[src/rtl/core/dcc_pkg.sv]
// ----------------------------------------------------------------------------
// dcc_pkg
// Widths, calendar constants and the month length table for the day count
// to calendar date unit.
// ----------------------------------------------------------------------------
package dcc_pkg;

  localparam int unsigned DayW   = 16;     // input day count
  localparam int unsigned LeftW  = 17;     // day count plus one
  localparam int unsigned LenW   = 9;      // up to 366
  localparam int unsigned YOffW  = 8;      // years since base year
  localparam int unsigned MonW   = 4;
  localparam int unsigned DomW   = 5;

  localparam logic [LenW-1:0]  DaysPerYear  = 9'd365;
  // base year 1980: 80 within its century, century 19 gives 3 modulo 4
  localparam logic [6:0]       BaseYearMod100 = 7'd80;
  localparam logic [1:0]       BaseCentMod4   = 2'd3;
  // year 2000 lies 20 years after the base year
  localparam logic [YOffW-1:0] SplitOffset  = 8'd20;
  // base year minus 1900
  localparam logic [YOffW-1:0] OldOffset    = 8'd80;
  localparam logic [MonW-1:0]  MonthFeb     = 4'd1;
  localparam logic [MonW-1:0]  MonthDec     = 4'd11;

  // Compare/subtract unit result
  typedef struct packed {
    logic             fits;   // left <= len
    logic [LeftW-1:0] diff;   // left - len
  } sub_res_t;

  // Month length, zero-based month index, February lengthened in leap years
  function automatic logic [LenW-1:0] month_len(input logic [MonW-1:0] m,
                                                input logic leap);
    logic [LenW-1:0] len;
    unique case (m)
      4'd0, 4'd2, 4'd4, 4'd6, 4'd7, 4'd9, 4'd11: len = 9'd31;
      4'd3, 4'd5, 4'd8, 4'd10:                   len = 9'd30;
      4'd1:                                      len = leap ? 9'd29 : 9'd28;
      default:                                   len = 9'd31;
    endcase
    return len;
  endfunction

endpackage

[src/rtl/core/dcc_sub_unit.sv]
// ----------------------------------------------------------------------------
// dcc_sub_unit
// Shared compare-and-subtract unit: tells whether the days left fit in the
// current year or month and gives the remainder if they do not.
// ----------------------------------------------------------------------------
module dcc_sub_unit import dcc_pkg::*; (
  input  logic [LeftW-1:0] left_i,
  input  logic [LenW-1:0]  len_i,
  output sub_res_t         res_o
);

  logic [LeftW-1:0] len_ext;

  assign len_ext    = {{(LeftW-LenW){1'b0}}, len_i};
  assign res_o.fits = (left_i <= len_ext);
  assign res_o.diff = left_i - len_ext;

endmodule

[src/rtl/core/day_count_to_calendar_date_unit.sv]
// ----------------------------------------------------------------------------
// day_count_to_calendar_date_unit
// Converts a count of days since 1 January 1980 into year offset, month and
// day of month (Gregorian, full leap rule).
// ----------------------------------------------------------------------------
// A request is taken when start is high and busy is low. The unit then
// steps one year per cycle through a single compare-and-subtract unit, then
// one month per cycle through the same unit; busy falls in the cycle the
// result is shown. The result is on its ports for exactly one cycle with
// done_o high and must be captured then, as the unit cannot be held off.
// ----------------------------------------------------------------------------
module day_count_to_calendar_date_unit import dcc_pkg::*; (
  input  logic             clk_i,
  input  logic             rst_ni,
  input  logic             start,
  output logic             busy,
  input  logic [DayW-1:0]  day_count_i,
  output logic             done_o,
  output logic [YOffW-1:0] year_offset_o,
  output logic [MonW-1:0]  month_number_o,
  output logic [DomW-1:0]  day_of_month_o
);

  typedef enum logic [1:0] {
    StIdle,
    StYear,
    StMonth
  } state_e;

  state_e           state_q;
  logic             done_q;
  logic [LeftW-1:0] left_q;
  logic [YOffW-1:0] yoff_q;      // years since base year
  logic [6:0]       ymod100_q;   // year modulo 100
  logic [1:0]       cent_q;      // century modulo 4
  logic             leap_q;      // leap flag of the found year
  logic [MonW-1:0]  mon_q;       // zero-based month
  logic [YOffW-1:0] yo_out_q;
  logic [MonW-1:0]  mon_out_q;
  logic [DomW-1:0]  dom_out_q;

  logic             leap_cur;
  logic [LenW-1:0]  len_sel;
  sub_res_t         sub_res;

  // Leap rule from the running counters; base year is a multiple of four
  assign leap_cur = ((yoff_q[1:0] == 2'd0) && (ymod100_q != 7'd0)) ||
                    ((ymod100_q == 7'd0) && (cent_q == 2'd0));

  // Operand select for the shared unit
  always_comb begin
    if (state_q == StYear) begin
      len_sel = DaysPerYear + {{(LenW-1){1'b0}}, leap_cur};
    end else begin
      len_sel = month_len(mon_q, leap_q);
    end
  end

  dcc_sub_unit u_sub (
    .left_i (left_q),
    .len_i  (len_sel),
    .res_o  (sub_res)
  );

  // Sequencer
  always_ff @(posedge clk_i or negedge rst_ni) begin
    if (!rst_ni) begin
      state_q <= StIdle;
      done_q  <= 1'b0;
    end else begin
      done_q <= 1'b0;
      unique case (state_q)
        StIdle: begin
          if (start) begin
            state_q <= StYear;
          end
        end
        StYear: begin
          if (sub_res.fits) begin
            state_q <= StMonth;
          end
        end
        StMonth: begin
          if (sub_res.fits || (mon_q == MonthDec)) begin
            state_q <= StIdle;
            done_q  <= 1'b1;
          end
        end
        default: state_q <= StIdle;
      endcase
    end
  end

  // Datapath registers
  always_ff @(posedge clk_i) begin
    unique case (state_q)
      StIdle: begin
        if (start) begin
          left_q    <= {1'b0, day_count_i} + {{(LeftW-1){1'b0}}, 1'b1};
          yoff_q    <= '0;
          ymod100_q <= BaseYearMod100;
          cent_q    <= BaseCentMod4;
          mon_q     <= '0;
        end
      end
      StYear: begin
        if (sub_res.fits) begin
          leap_q <= leap_cur;
        end else begin
          left_q <= sub_res.diff;
          yoff_q <= yoff_q + 8'd1;
          if (ymod100_q == 7'd99) begin
            ymod100_q <= '0;
            cent_q    <= cent_q + 2'd1;
          end else begin
            ymod100_q <= ymod100_q + 7'd1;
          end
        end
      end
      StMonth: begin
        if (sub_res.fits || (mon_q == MonthDec)) begin
          yo_out_q  <= (yoff_q >= SplitOffset) ? (yoff_q - SplitOffset)
                                               : (yoff_q + OldOffset);
          mon_out_q <= mon_q + 4'd1;
          dom_out_q <= left_q[DomW-1:0];
        end else begin
          left_q <= sub_res.diff;
          mon_q  <= mon_q + 4'd1;
        end
      end
      default: ;
    endcase
  end

  assign busy           = (state_q != StIdle);
  assign done_o         = done_q;
  assign year_offset_o  = yo_out_q;
  assign month_number_o = mon_out_q;
  assign day_of_month_o = dom_out_q;

endmodule

[config.mk]
export PLATFORM = sky130hd
export DESIGN_NAME = day_count_to_calendar_date_unit
export DESIGN_NICKNAME = d
export VERILOG_FILES = /design/src/rtl/core/dcc_pkg.sv /design/src/rtl/core/dcc_sub_unit.sv /design/src/rtl/core/day_count_to_calendar_date_unit.sv
export SDC_FILE = /design/constraint.sdc
export NUM_CORES = 1
export LEC_CHECK = 0
export BUFFER_PORTS_ARGS = -buffer_cell sky130_fd_sc_hd__buf_2
export CORE_UTILIZATION = 54
export CTS_CLUSTER_SIZE = 12
export DETAILED_ROUTE_END_ITERATION = 8
export GPL_ROUTABILITY_DRIVEN = 0
export PLACE_DENSITY = 0.77
export SKIP_LAST_GASP = 1
export SLEW_MARGIN = 10
export SYNTH_ARGS = -nofsm -noshare
export SYNTH_HDL_FRONTEND = slang
export SYNTH_SLANG_ARGS = --single-unit
[constraint.sdc]
create_clock -name clk_i -period 3.44 [get_ports clk_i]
set_clock_uncertainty 0.15 [all_clocks]
set_input_delay 0.344 -clock clk_i [delete_from_list [all_inputs] [get_ports clk_i]]
set_output_delay 0.344 -clock clk_i [all_outputs]
set_load 0.02 [all_outputs]
Word-level counts from Yosys, hierarchy flattened. Cells that the tools add are included.

Reduce and logical (&&, ||, !) cells: 21. $lt $le $gt $ge: 2. Multiplexer cells: 28. Add/subtract/negate cells: 9. Equality and inequality tests: 15.

Operators by type and width (number): $mux 17 (3); $pmux 17 s3 (1); $mux 8 (3); $mux 7 (3); $add 16x1->17 const B (1); $le 17x9->1 (1); $sub 17x9->17 (1); $pmux 8 s2 (1); $pmux 7 s2 (1); $eq 4x4->1 const B (3); $mux 2 (6); $ne 2x2->1 const B (5); $add 9x1->9 const A (1); $mux 9 (1); $reduce_and 3->1 (3); $add 8x1->8 const B (1); $add 8x7->8 const B (1); $ge 8x5->1 const B (1); $mux 4 (2); $pmux 2 s2 (2); $pmux 4 s2 (1); $reduce_and 4->1 (2); $sub 8x5->8 const B (1); $add 7x1->7 const B (1); other kinds (20) (29).

Logic and storage cells: 86. Input port bits: 19. Flip-flop bits (word level): 59.

Depth between registers and ports, before layout. Gate-level depths: netlist of the first run.

Word-level depth: 9. Mapped depth: 12.

Cells and area by module. Synthesis of the first run repeated with hierarchy kept, for this count alone.

Cell total of the unflattened synthesis: 376. Area, all modules: 3778.6 sq um.

By module, submodules not included: day_count_to_calendar_date_unit (instances 1, seq. area each 1756.7 sq um, cells an instance 278, area an instance 3138.0 sq um); dcc_sub_unit (instances 1, seq. area each 0.0 sq um, cells an instance 98, area an instance 640.6 sq um).

Least setup slack after synthesis of the first run. Ideal clock, no wire load.

Path type: reg-to-reg. From: register state_q[1]. To: register left_q[0], enable pin. Path slack: -320 ps. Cell stages (with the launch flop): 10. Setup time: 397 ps. Buffers on the path: 0. Clock period less this slack: 3760 ps. Arrival time: 3213 ps. Path through: dfrtp_1 > inv_1 > ha_1 > clkinv_1 > ha_1 > nand2_1 > a2111oi_2 > a21o_1 > a21oi_1 > o22ai_1.

Word-level cells in the longest chain between the ends: 6. Elaborated cells on any way between the ends: 11.

Ends and longest elaborated chain: from (decl) (RTL line day_count_to_calendar_date_unit.sv:30) `state_e state_q;`; from (signal assigned) (RTL line day_count_to_calendar_date_unit.sv:68) `state_q <= StIdle;`; from (signal assigned) (RTL line day_count_to_calendar_date_unit.sv:75) `state_q <= StYear;`; from (signal assigned) (RTL line day_count_to_calendar_date_unit.sv:80) `state_q <= StMonth;`; $eq 2x1->1 * (RTL line day_count_to_calendar_date_unit.sv:52) `if (state_q == StYear) begin`; $mux 9 * (RTL line day_count_to_calendar_date_unit.sv:52); named net len_sel[4] (RTL line day_count_to_calendar_date_unit.sv:43) `logic [LenW-1:0] len_sel;`; $le 17x9->1 * (RTL line dcc_sub_unit.sv:15) `assign res_o.fits = (left_i <= len_ext);`; $logic_or 1x1->1 (RTL line day_count_to_calendar_date_unit.sv:121) `if (sub_res.fits || (mon_q == MonthDec)) begin`; $ne 2x2->1 (no line); $reduce_and 4->1 (no line) *; to (signal assigned) (RTL line day_count_to_calendar_date_unit.sv:99) `left_q <= {1'b0, day_count_i} + {{(LeftW-1){1'b0}}, 1'b1};`; to (signal assigned) (RTL line day_count_to_calendar_date_unit.sv:110) `left_q <= sub_res.diff;`; to (signal assigned) (RTL line day_count_to_calendar_date_unit.sv:127) `left_q <= sub_res.diff;`; to (decl) (RTL line day_count_to_calendar_date_unit.sv:32) `logic [LeftW-1:0] left_q;`.

Mark *: on every way through the listed nets, which the timed path passes. The rest lies on a longest branch. A chain may end at the register's enable or synchronous reset.

Worst setup path in the final report of the first run.
From: register mon_q[0]. To: register left_q[12], data pin.

Word-level cells in the longest chain between the ends: 7. Elaborated cells on any way between the ends: 12.

Ends and longest elaborated chain: from (decl) (RTL line day_count_to_calendar_date_unit.sv:37) `logic [MonW-1:0] mon_q;`; from (signal assigned) (RTL line day_count_to_calendar_date_unit.sv:128) `mon_q <= mon_q + 4'd1;`; $eq 4x2->1, or another cell as far along (RTL line dcc_pkg.sv:36) `unique case (m)`; $reduce_or 4->1 (RTL line dcc_pkg.sv:36); $pmux 2 s2 * (RTL line dcc_pkg.sv:36); $mux 9 * (RTL line day_count_to_calendar_date_unit.sv:52); $sub 17x9->17 * (RTL line dcc_sub_unit.sv:16) `assign res_o.diff = left_i - len_ext;`; $mux 17, on equally long branches (RTL line day_count_to_calendar_date_unit.sv:121, day_count_to_calendar_date_unit.sv:107); $pmux 17 s3 * (RTL line day_count_to_calendar_date_unit.sv:96) `unique case (state_q)`.

Every way passes the cells marked *; elsewhere a longest branch is shown, timed or not. The select of a mux whose other input is x is not followed.

==> results of run 1 <==
cells by family after synthesis:
group / synth area share
buffers and inverters: 0.0353
flip-flops: 0.472
adder cells (fa/ha/maj): 0.0927
AND/OR/NAND/NOR: 0.172
AO/OA/AOI/OAI: 0.100
XOR/XNOR: 0.101
multiplexers: 0.0269
layer usage:
metal	wire, µm	share of wire	up-vias
met5	0	0	-
met4	218	0.028	0
met3	312	0.040	18
met2	4010	0.51	85
met1	3280	0.42	1363
li1	-	-	1405
layout make-up:
class / instances / area [µm²]
Fill cell: 478 / 2060
Multi-Input combinational cell: 264 / 1900
Sequential cell: 59 / 1760
Timing Repair Buffer: 58 / 388
Clock buffer: 14 / 163
Inverter: 27 / 101
Tap cell: 77 / 96.3
Clock inverter: 2 / 35.0
stage by stage:
step / instance area (µm²) / std cells
after global placement: 4130 / 480
after detailed placement: 4130 / 480
after global routing: 4440 / 501
after CTS: 4350 / 498
final: 4440 / 501
after floorplan: 3730 / 358
state kept, by name, summed over array words and instances, names as in the netlist:
name and flops:
yoff_q 8, cent_q 2, day_of_month_o 5, leap_q 1, month_number_o 4, ymod100_q 7, left_q 17, state_q 2
done_o 1, year_offset_o 8, mon_q 4
where the power goes:
group          total, W  internal [W]  switching (W)
Combinational   0.00202      0.000857        0.00116
Clock          0.000646      0.000374       0.000271
Sequential      0.00144       0.00119       0.000259
Total           0.00411       0.00242        0.00169
critical path, delay by kind of cell (launching register included):
family	cells	cell delay, ns
AO/OA/AOI/OAI	6	1.09
XOR/XNOR	1	0.20
adder cells (fa/ha/maj)	3	0.69
buffers and inverters	2	0.28
flip-flops	1	0.43
AND/OR/NAND/NOR	1	0.34
placed cells by master, fill, tap and decap left out, types with 10 or more instances in the layout:
cell type  count
a21oi_1       17
xnor2_1       28
buf_2         37
xor2_1        15
nor2_1        36
ha_1          26
nand2_1       27
edfxtp_1      56
buf_4         17
mux2i_1       10
o21ai_0       11
clkbuf_8      11
inv_1         26
nand3_1       16
path summary, 6_finish.rpt:
check	from	end	slack (ns)
worst max-delay path	mon_q[0]	left_q[12]	0.0003
worst min-delay path	rst_ni	state_q[1]	0.19
worst max register to register	mon_q[0]	left_q[12]	0.0003
worst min register to register	left_q[4]	day_of_month_o[4]	0.34
max in group asynchronous	rst_ni	state_q[0]	2.84
min in group clk_i	day_count_i[0]	left_q[0]	0.21
repair_timing:
item / CTS / global route
pin swaps: 0 / 2
gates cloned: 0 / 1
hold buffers: 1 / 0
resized for setup: 1 / 9
setup buffers: 1 / 2
endpoints found under the setup margin: 2 / 39
endpoints found under the hold margin: 3 / 0
==> run metrics, run 1 <==
outcome finished, final reports clean; Mapped Area 0.00372 mm²; share of post-route cells with drive strength above 1 0.200; met3 global-route usage 0.0496; synthesized net count 404; mean number of vias per cell ~5.7; CP max stage delay ~0.54 ns; top-area cell type share of the netlist area 0.452; Worst EP required 3.37 ns; clk_lat worst skew 0.34 ns; clk slew on worst S/H paths 0.07 ns; worst vdd ir 0.526 mV; global-route track usage on met1 0.257; leakage power 1.81 nW; yosys warns 0; CP Capture Type register; Port Buffers 37; Avg WL per Cell about 16 µm; biggest area consumer among synthesized cells edfxtp_1; GR Util All Layers 0.222; Synth Register Bits 59; CTS max path bufs 2; H-tree lvl count 3; final slew viol count 0; Hold Crit Class input port to asynchronous set/reset pin; Ports 38; grt peak-use layer met2; Yosys cell types 51; Clock Root Buffer clkbuf_8; Die Wd 85.0 µm; CTS Buf Count 9; layout net count 465; max cap viols 0; TritonRoute pass-1 iters 4; Final Hold Fails 0; CTS tree yes; CTS Sinks 59; share of the yosys chip area belonging to registers 0.472; crit share post-route 1.00; area delta synth->final 19.1%; Worst Path Max Fanout 5; EDFF count, synth 56; ys flop type edfxtp_1; worst-path cell chain inv_1 > ha_1 > o21ai_0 > a21oi_1 > or3_1 > o21ai_0 > ha_1 > fa_2 > o41ai_4 > buf_4 > a2111oi_1 > xnor2_1 > a21oi_1; pre-CTS setup slack -0.000420 ns; ant diodes 0; CP arrival 3.37 ns; Overall Power 0.00411 W; Vert. Die Dim 85.0 µm; Rel. slew slack 0.573; Synth async-reset ratio 0.0508; Hold Slack 0.188 ns; slew of the pin with the lowest slew margin ~0.64 ns; initial DRC count ~180; final wirelength 7.82 mm; M2 GR Usage 0.386; die area 0.00723 mm²; Final HPWL DP 5.43 mm; first-pass GRT wire length ~12 mm; final core utilization 0.683; unrepaired setup endpoints after global routing true; PD cells 926 mW/mm²; Final Critical Period 3.44 ns; placement row count 29; Worst path slowest cell a2111oi_1; Initial Utilization 0.573; initial antenna violation count 0; Detail Route Antenna Nets 0; crit path launch type register; Core ar. about 0.0065 mm²; Synth area leaders edfxtp_1 45%, ha_1 8.7%, xnor2_1 6.6%, nor2_1 3.7%, xor2_1 3.5%; DRC 0; vias in the first global route 2747; largest net degree at the start of global routing 27; CP Class register to register; Mapped Cells 358; Post-synth top cells 56 x edfxtp_1, 37 x nor2_1, 28 x xnor2_1, 27 x nand2_1; Peak Freq 0.291 GHz; syn avg cell area about 10 µm²; GRT overflow 0; reg2reg path depth 13; most frequent cell after synthesis edfxtp_1; Final WS setup 0.000277 ns; setup TNS 0 ns; final setup fails 0; DR vias 2871
(Power assumes the default switching activity.)
==> run 2: changes to the inputs <==
ABC_AREA = 1   (was unset)
==> run 2 against run 1 <==
Total power is 3.1% lower. Clock power is 4.8% higher. Global-route usage down 0.25 points. Critical path depth increased by 5. Synthesized cell count up 19%. Worst setup slack better by 0.24 ns. Clock-buffer cell count shrank 5. Core utilization shrank 4.2 points. Sequential cell count unchanged. Non-clock buffer count is 14 lower. Highest routed layer unchanged.
==> run metrics, run 2 <==
Synth Area in Adders 0.0903 (-0.00249); Hold Crit Class input port to asynchronous set/reset pin; clk slew on worst S/H paths 0.06 ns (about the same); synthesized net count 473 (+17%); Rel. slew slack 0.722 (+0.149); GR Util All Layers 0.219 (-0.00249); Die Wd 86.2 µm (+1.3%); Vert. Die Dim 86.2 µm (+1.3%); ant diodes 0 (unchanged); area delta synth->final 14.5%; largest register by flop count left_q; Initial Utilization 0.560 (-0.0132); commonest non-fill, non-tap cells in the layout 88 x nand2_1, 56 x edfxtp_1, 50 x inv_1; EDFF count, synth 56 (unchanged); first-pass GRT wire length 12.6 mm (+1.4%); outcome finished, final reports clean; largest family of logic cells by synthesized area simple AND/OR/NAND/NOR gates; largest net degree at the start of global routing 19 (-30%); CP Class register to register; Peak Freq 0.312 GHz (+7.4%); H-tree lvl count 3 (unchanged); max reg flops 17 (unchanged); Synth Area in Compound Gates 0.0814 (-0.0187); top-area cell type share of the netlist area 0.440 (-0.0121); CTS Buf Count 9 (unchanged); worst vdd ir 0.320 mV (-39%); GRT overflow 0 (unchanged); CTS max path bufs 2 (unchanged); CP Capture Type register; ys flop type edfxtp_1; Synth Area in Simple Gates 0.257 (+0.0853); Core ar. 0.00683 mm² (+5.2%); most frequent cell after synthesis nand2_1; Synth area leaders edfxtp_1 44%, nand2_1 8.6%, ha_1 8.5%, inv_1 4.9%, nor2_1 4.3%; crit share post-route 0.931 (-0.0688); Worst Path Max Fanout 17 (+12); PD cells 909 mW/mm² (-1.9%); unrepaired setup endpoints after global routing false; layout net count 524 (+13%); Worst EP required 3.33 ns (-0.04 ns); clk_lat worst skew 0.34 ns (about the same); max cap viols 0 (unchanged); Placed Cells 562 (+17%); die area 0.00743 mm² (+2.7%); mean number of vias per cell 5.18 (-9.6%); Mapped Cells 427 (+19%); multiplexer share of the synthesized area 0.00556 (-0.0213); final setup fails 0 (unchanged); Clock Root Buffer clkbuf_8; initial antenna violation count 0 (unchanged); Final HPWL DP 5.60 mm (+3.1%); Final Critical Period 3.20 ns (-0.237 ns); Ports 38 (unchanged); Layout Cells excl Fill 579 (+16%); Post-CTS Setup Bufs 0 (-1); final wirelength 7.48 mm (-4.4%); DRC 0 (unchanged); vias in the first global route 2869 (+4.4%); Synth Area in XOR/XNOR 0.0435 (-0.0576); share of post-route cells with drive strength above 1 0.184 (-0.0162); post-route cell area 0.00438 mm² (-1.2%); setup TNS 0 ns (unchanged); Yosys cell types 46 (-9.8%); slew of the pin with the lowest slew margin 0.417 ns (-0.218 ns); placed instance area 0.00416 mm² (+0.67%); Avg WL per Cell 12.9 µm (-17%); initial DRC count 180 (+2.9%); Mapped Area 0.00383 mm² (+2.8%); CTS Sinks 59 (unchanged); Detail Route Antenna Nets 0 (unchanged); syn avg cell area 8.96 µm² (-14%); share of the yosys chip area belonging to registers 0.459 (-0.0127); Port Buffers 37 (unchanged); biggest area consumer among synthesized cells edfxtp_1; placement row count 30 (+3.4%); Post-synth top cells 88 x nand2_1, 56 x edfxtp_1, 50 x inv_1, 44 x nor2_1; CP arrival 3.09 ns (-0.28 ns); TritonRoute pass-1 iters 5 (+1); final slew viol count 0 (unchanged); DR vias 3001 (+4.5%); crit path launch type register; CTS tree yes; most common cell after layout, fill and taps aside nand2_1; Final Hold Fails 0 (unchanged); Synth Register Bits 59 (unchanged); leakage power 1.92 nW (+5.9%); Synth async-reset ratio 0.0508 (unchanged); yosys warns 0 (unchanged)
## run 2: stage by stage
stage	hold slack, ns	utilization	power, W	worst slack, ns
after floorplan	-0.102	-	0.00281	0.0397
after global placement	-0.00448	0.608	0.00320	0.319
after detailed placement	-0.00439	0.608	0.00328	0.174
after CTS	0.165	0.640	0.00397	0.128
after global routing	0.180	0.641	0.00430	0.0450
final	0.171	0.641	0.00398	0.237
## run 2: critical path, cell delays in order, from the launching register on
cell      delay, ns
edfxtp_1       0.47
nor3_2         0.24
nand3_1        0.10
mux2_2         0.26
nand2_1        0.07
nand2_1        0.11
inv_1          0.05
ha_1           0.28
nand2_1        0.06
nor2_1         0.11
nand2_1        0.07
nand2_2        0.09
nand2_1        0.09
nand3_2        0.11
nand2_2        0.07
nand2_2        0.07
nand2_2        0.08
nor3_4         0.18
buf_6          0.22
## run 2: layout make-up
type / instances / area (µm²)
Tap cell: 96 / 120
Timing Repair Buffer: 44 / 244
Inverter: 57 / 214
Clock buffer: 9 / 124
Multi-Input combinational cell: 307 / 1840
Sequential cell: 59 / 1760
Fill cell: 593 / 2450
Clock inverter: 7 / 82.6
## run 2: worst paths after layout
path                           startpoint           endpoint  slack, ns  depth (start not counted)
max in group asynchronous          rst_ni         state_q[0]       2.86                          2
min reg2reg                     left_q[0]  day_of_month_o[0]       0.31                          0
min in group clk_i         day_count_i[0]          left_q[0]       0.20                          2
max                          ymod100_q[4]          left_q[3]       0.24                         18
min                                rst_ni             done_o       0.17                          2
max reg2reg                  ymod100_q[4]          left_q[3]       0.24                         18
## run 2: kinds of logic after synthesis
family                     after synthesis
AOI/OAI and AO/OA                       52
and+or+nand+nor                        207
muxes                                    2
DFF                                     59
buffers and inverters                   61
adders and majority gates               27
xor gates and xnor gates                19
## run 2: routing by layer
metal / up-vias / GRT usage / routed length, µm
met5: - / 0 / 0
met4: 0 / 0.0773 / 95
met3: 7 / 0.0486 / 313
met2: 71 / 0.385 / 3740
met1: 1374 / 0.266 / 3330
li1: 1549 / - / -
## run 2: timing repair
| item | CTS | global route |
|---|---|---|
| gates resized for setup | 0 | 2 |
| endpoints found under the hold margin | 3 | 0 |
| hold buffers | 1 | 0 |
| endpoints found under the setup margin | 0 | 21 |
## run 2: where the power goes
part	internal [W]	leakage, nW	total [W]	switching, W
sequential	0.00120	0.586	0.00141	0.000210
clock	0.000399	0.108	0.000677	0.000279
combinational	0.000684	1.23	0.00190	0.00122
total	0.00228	1.92	0.00398	0.00170
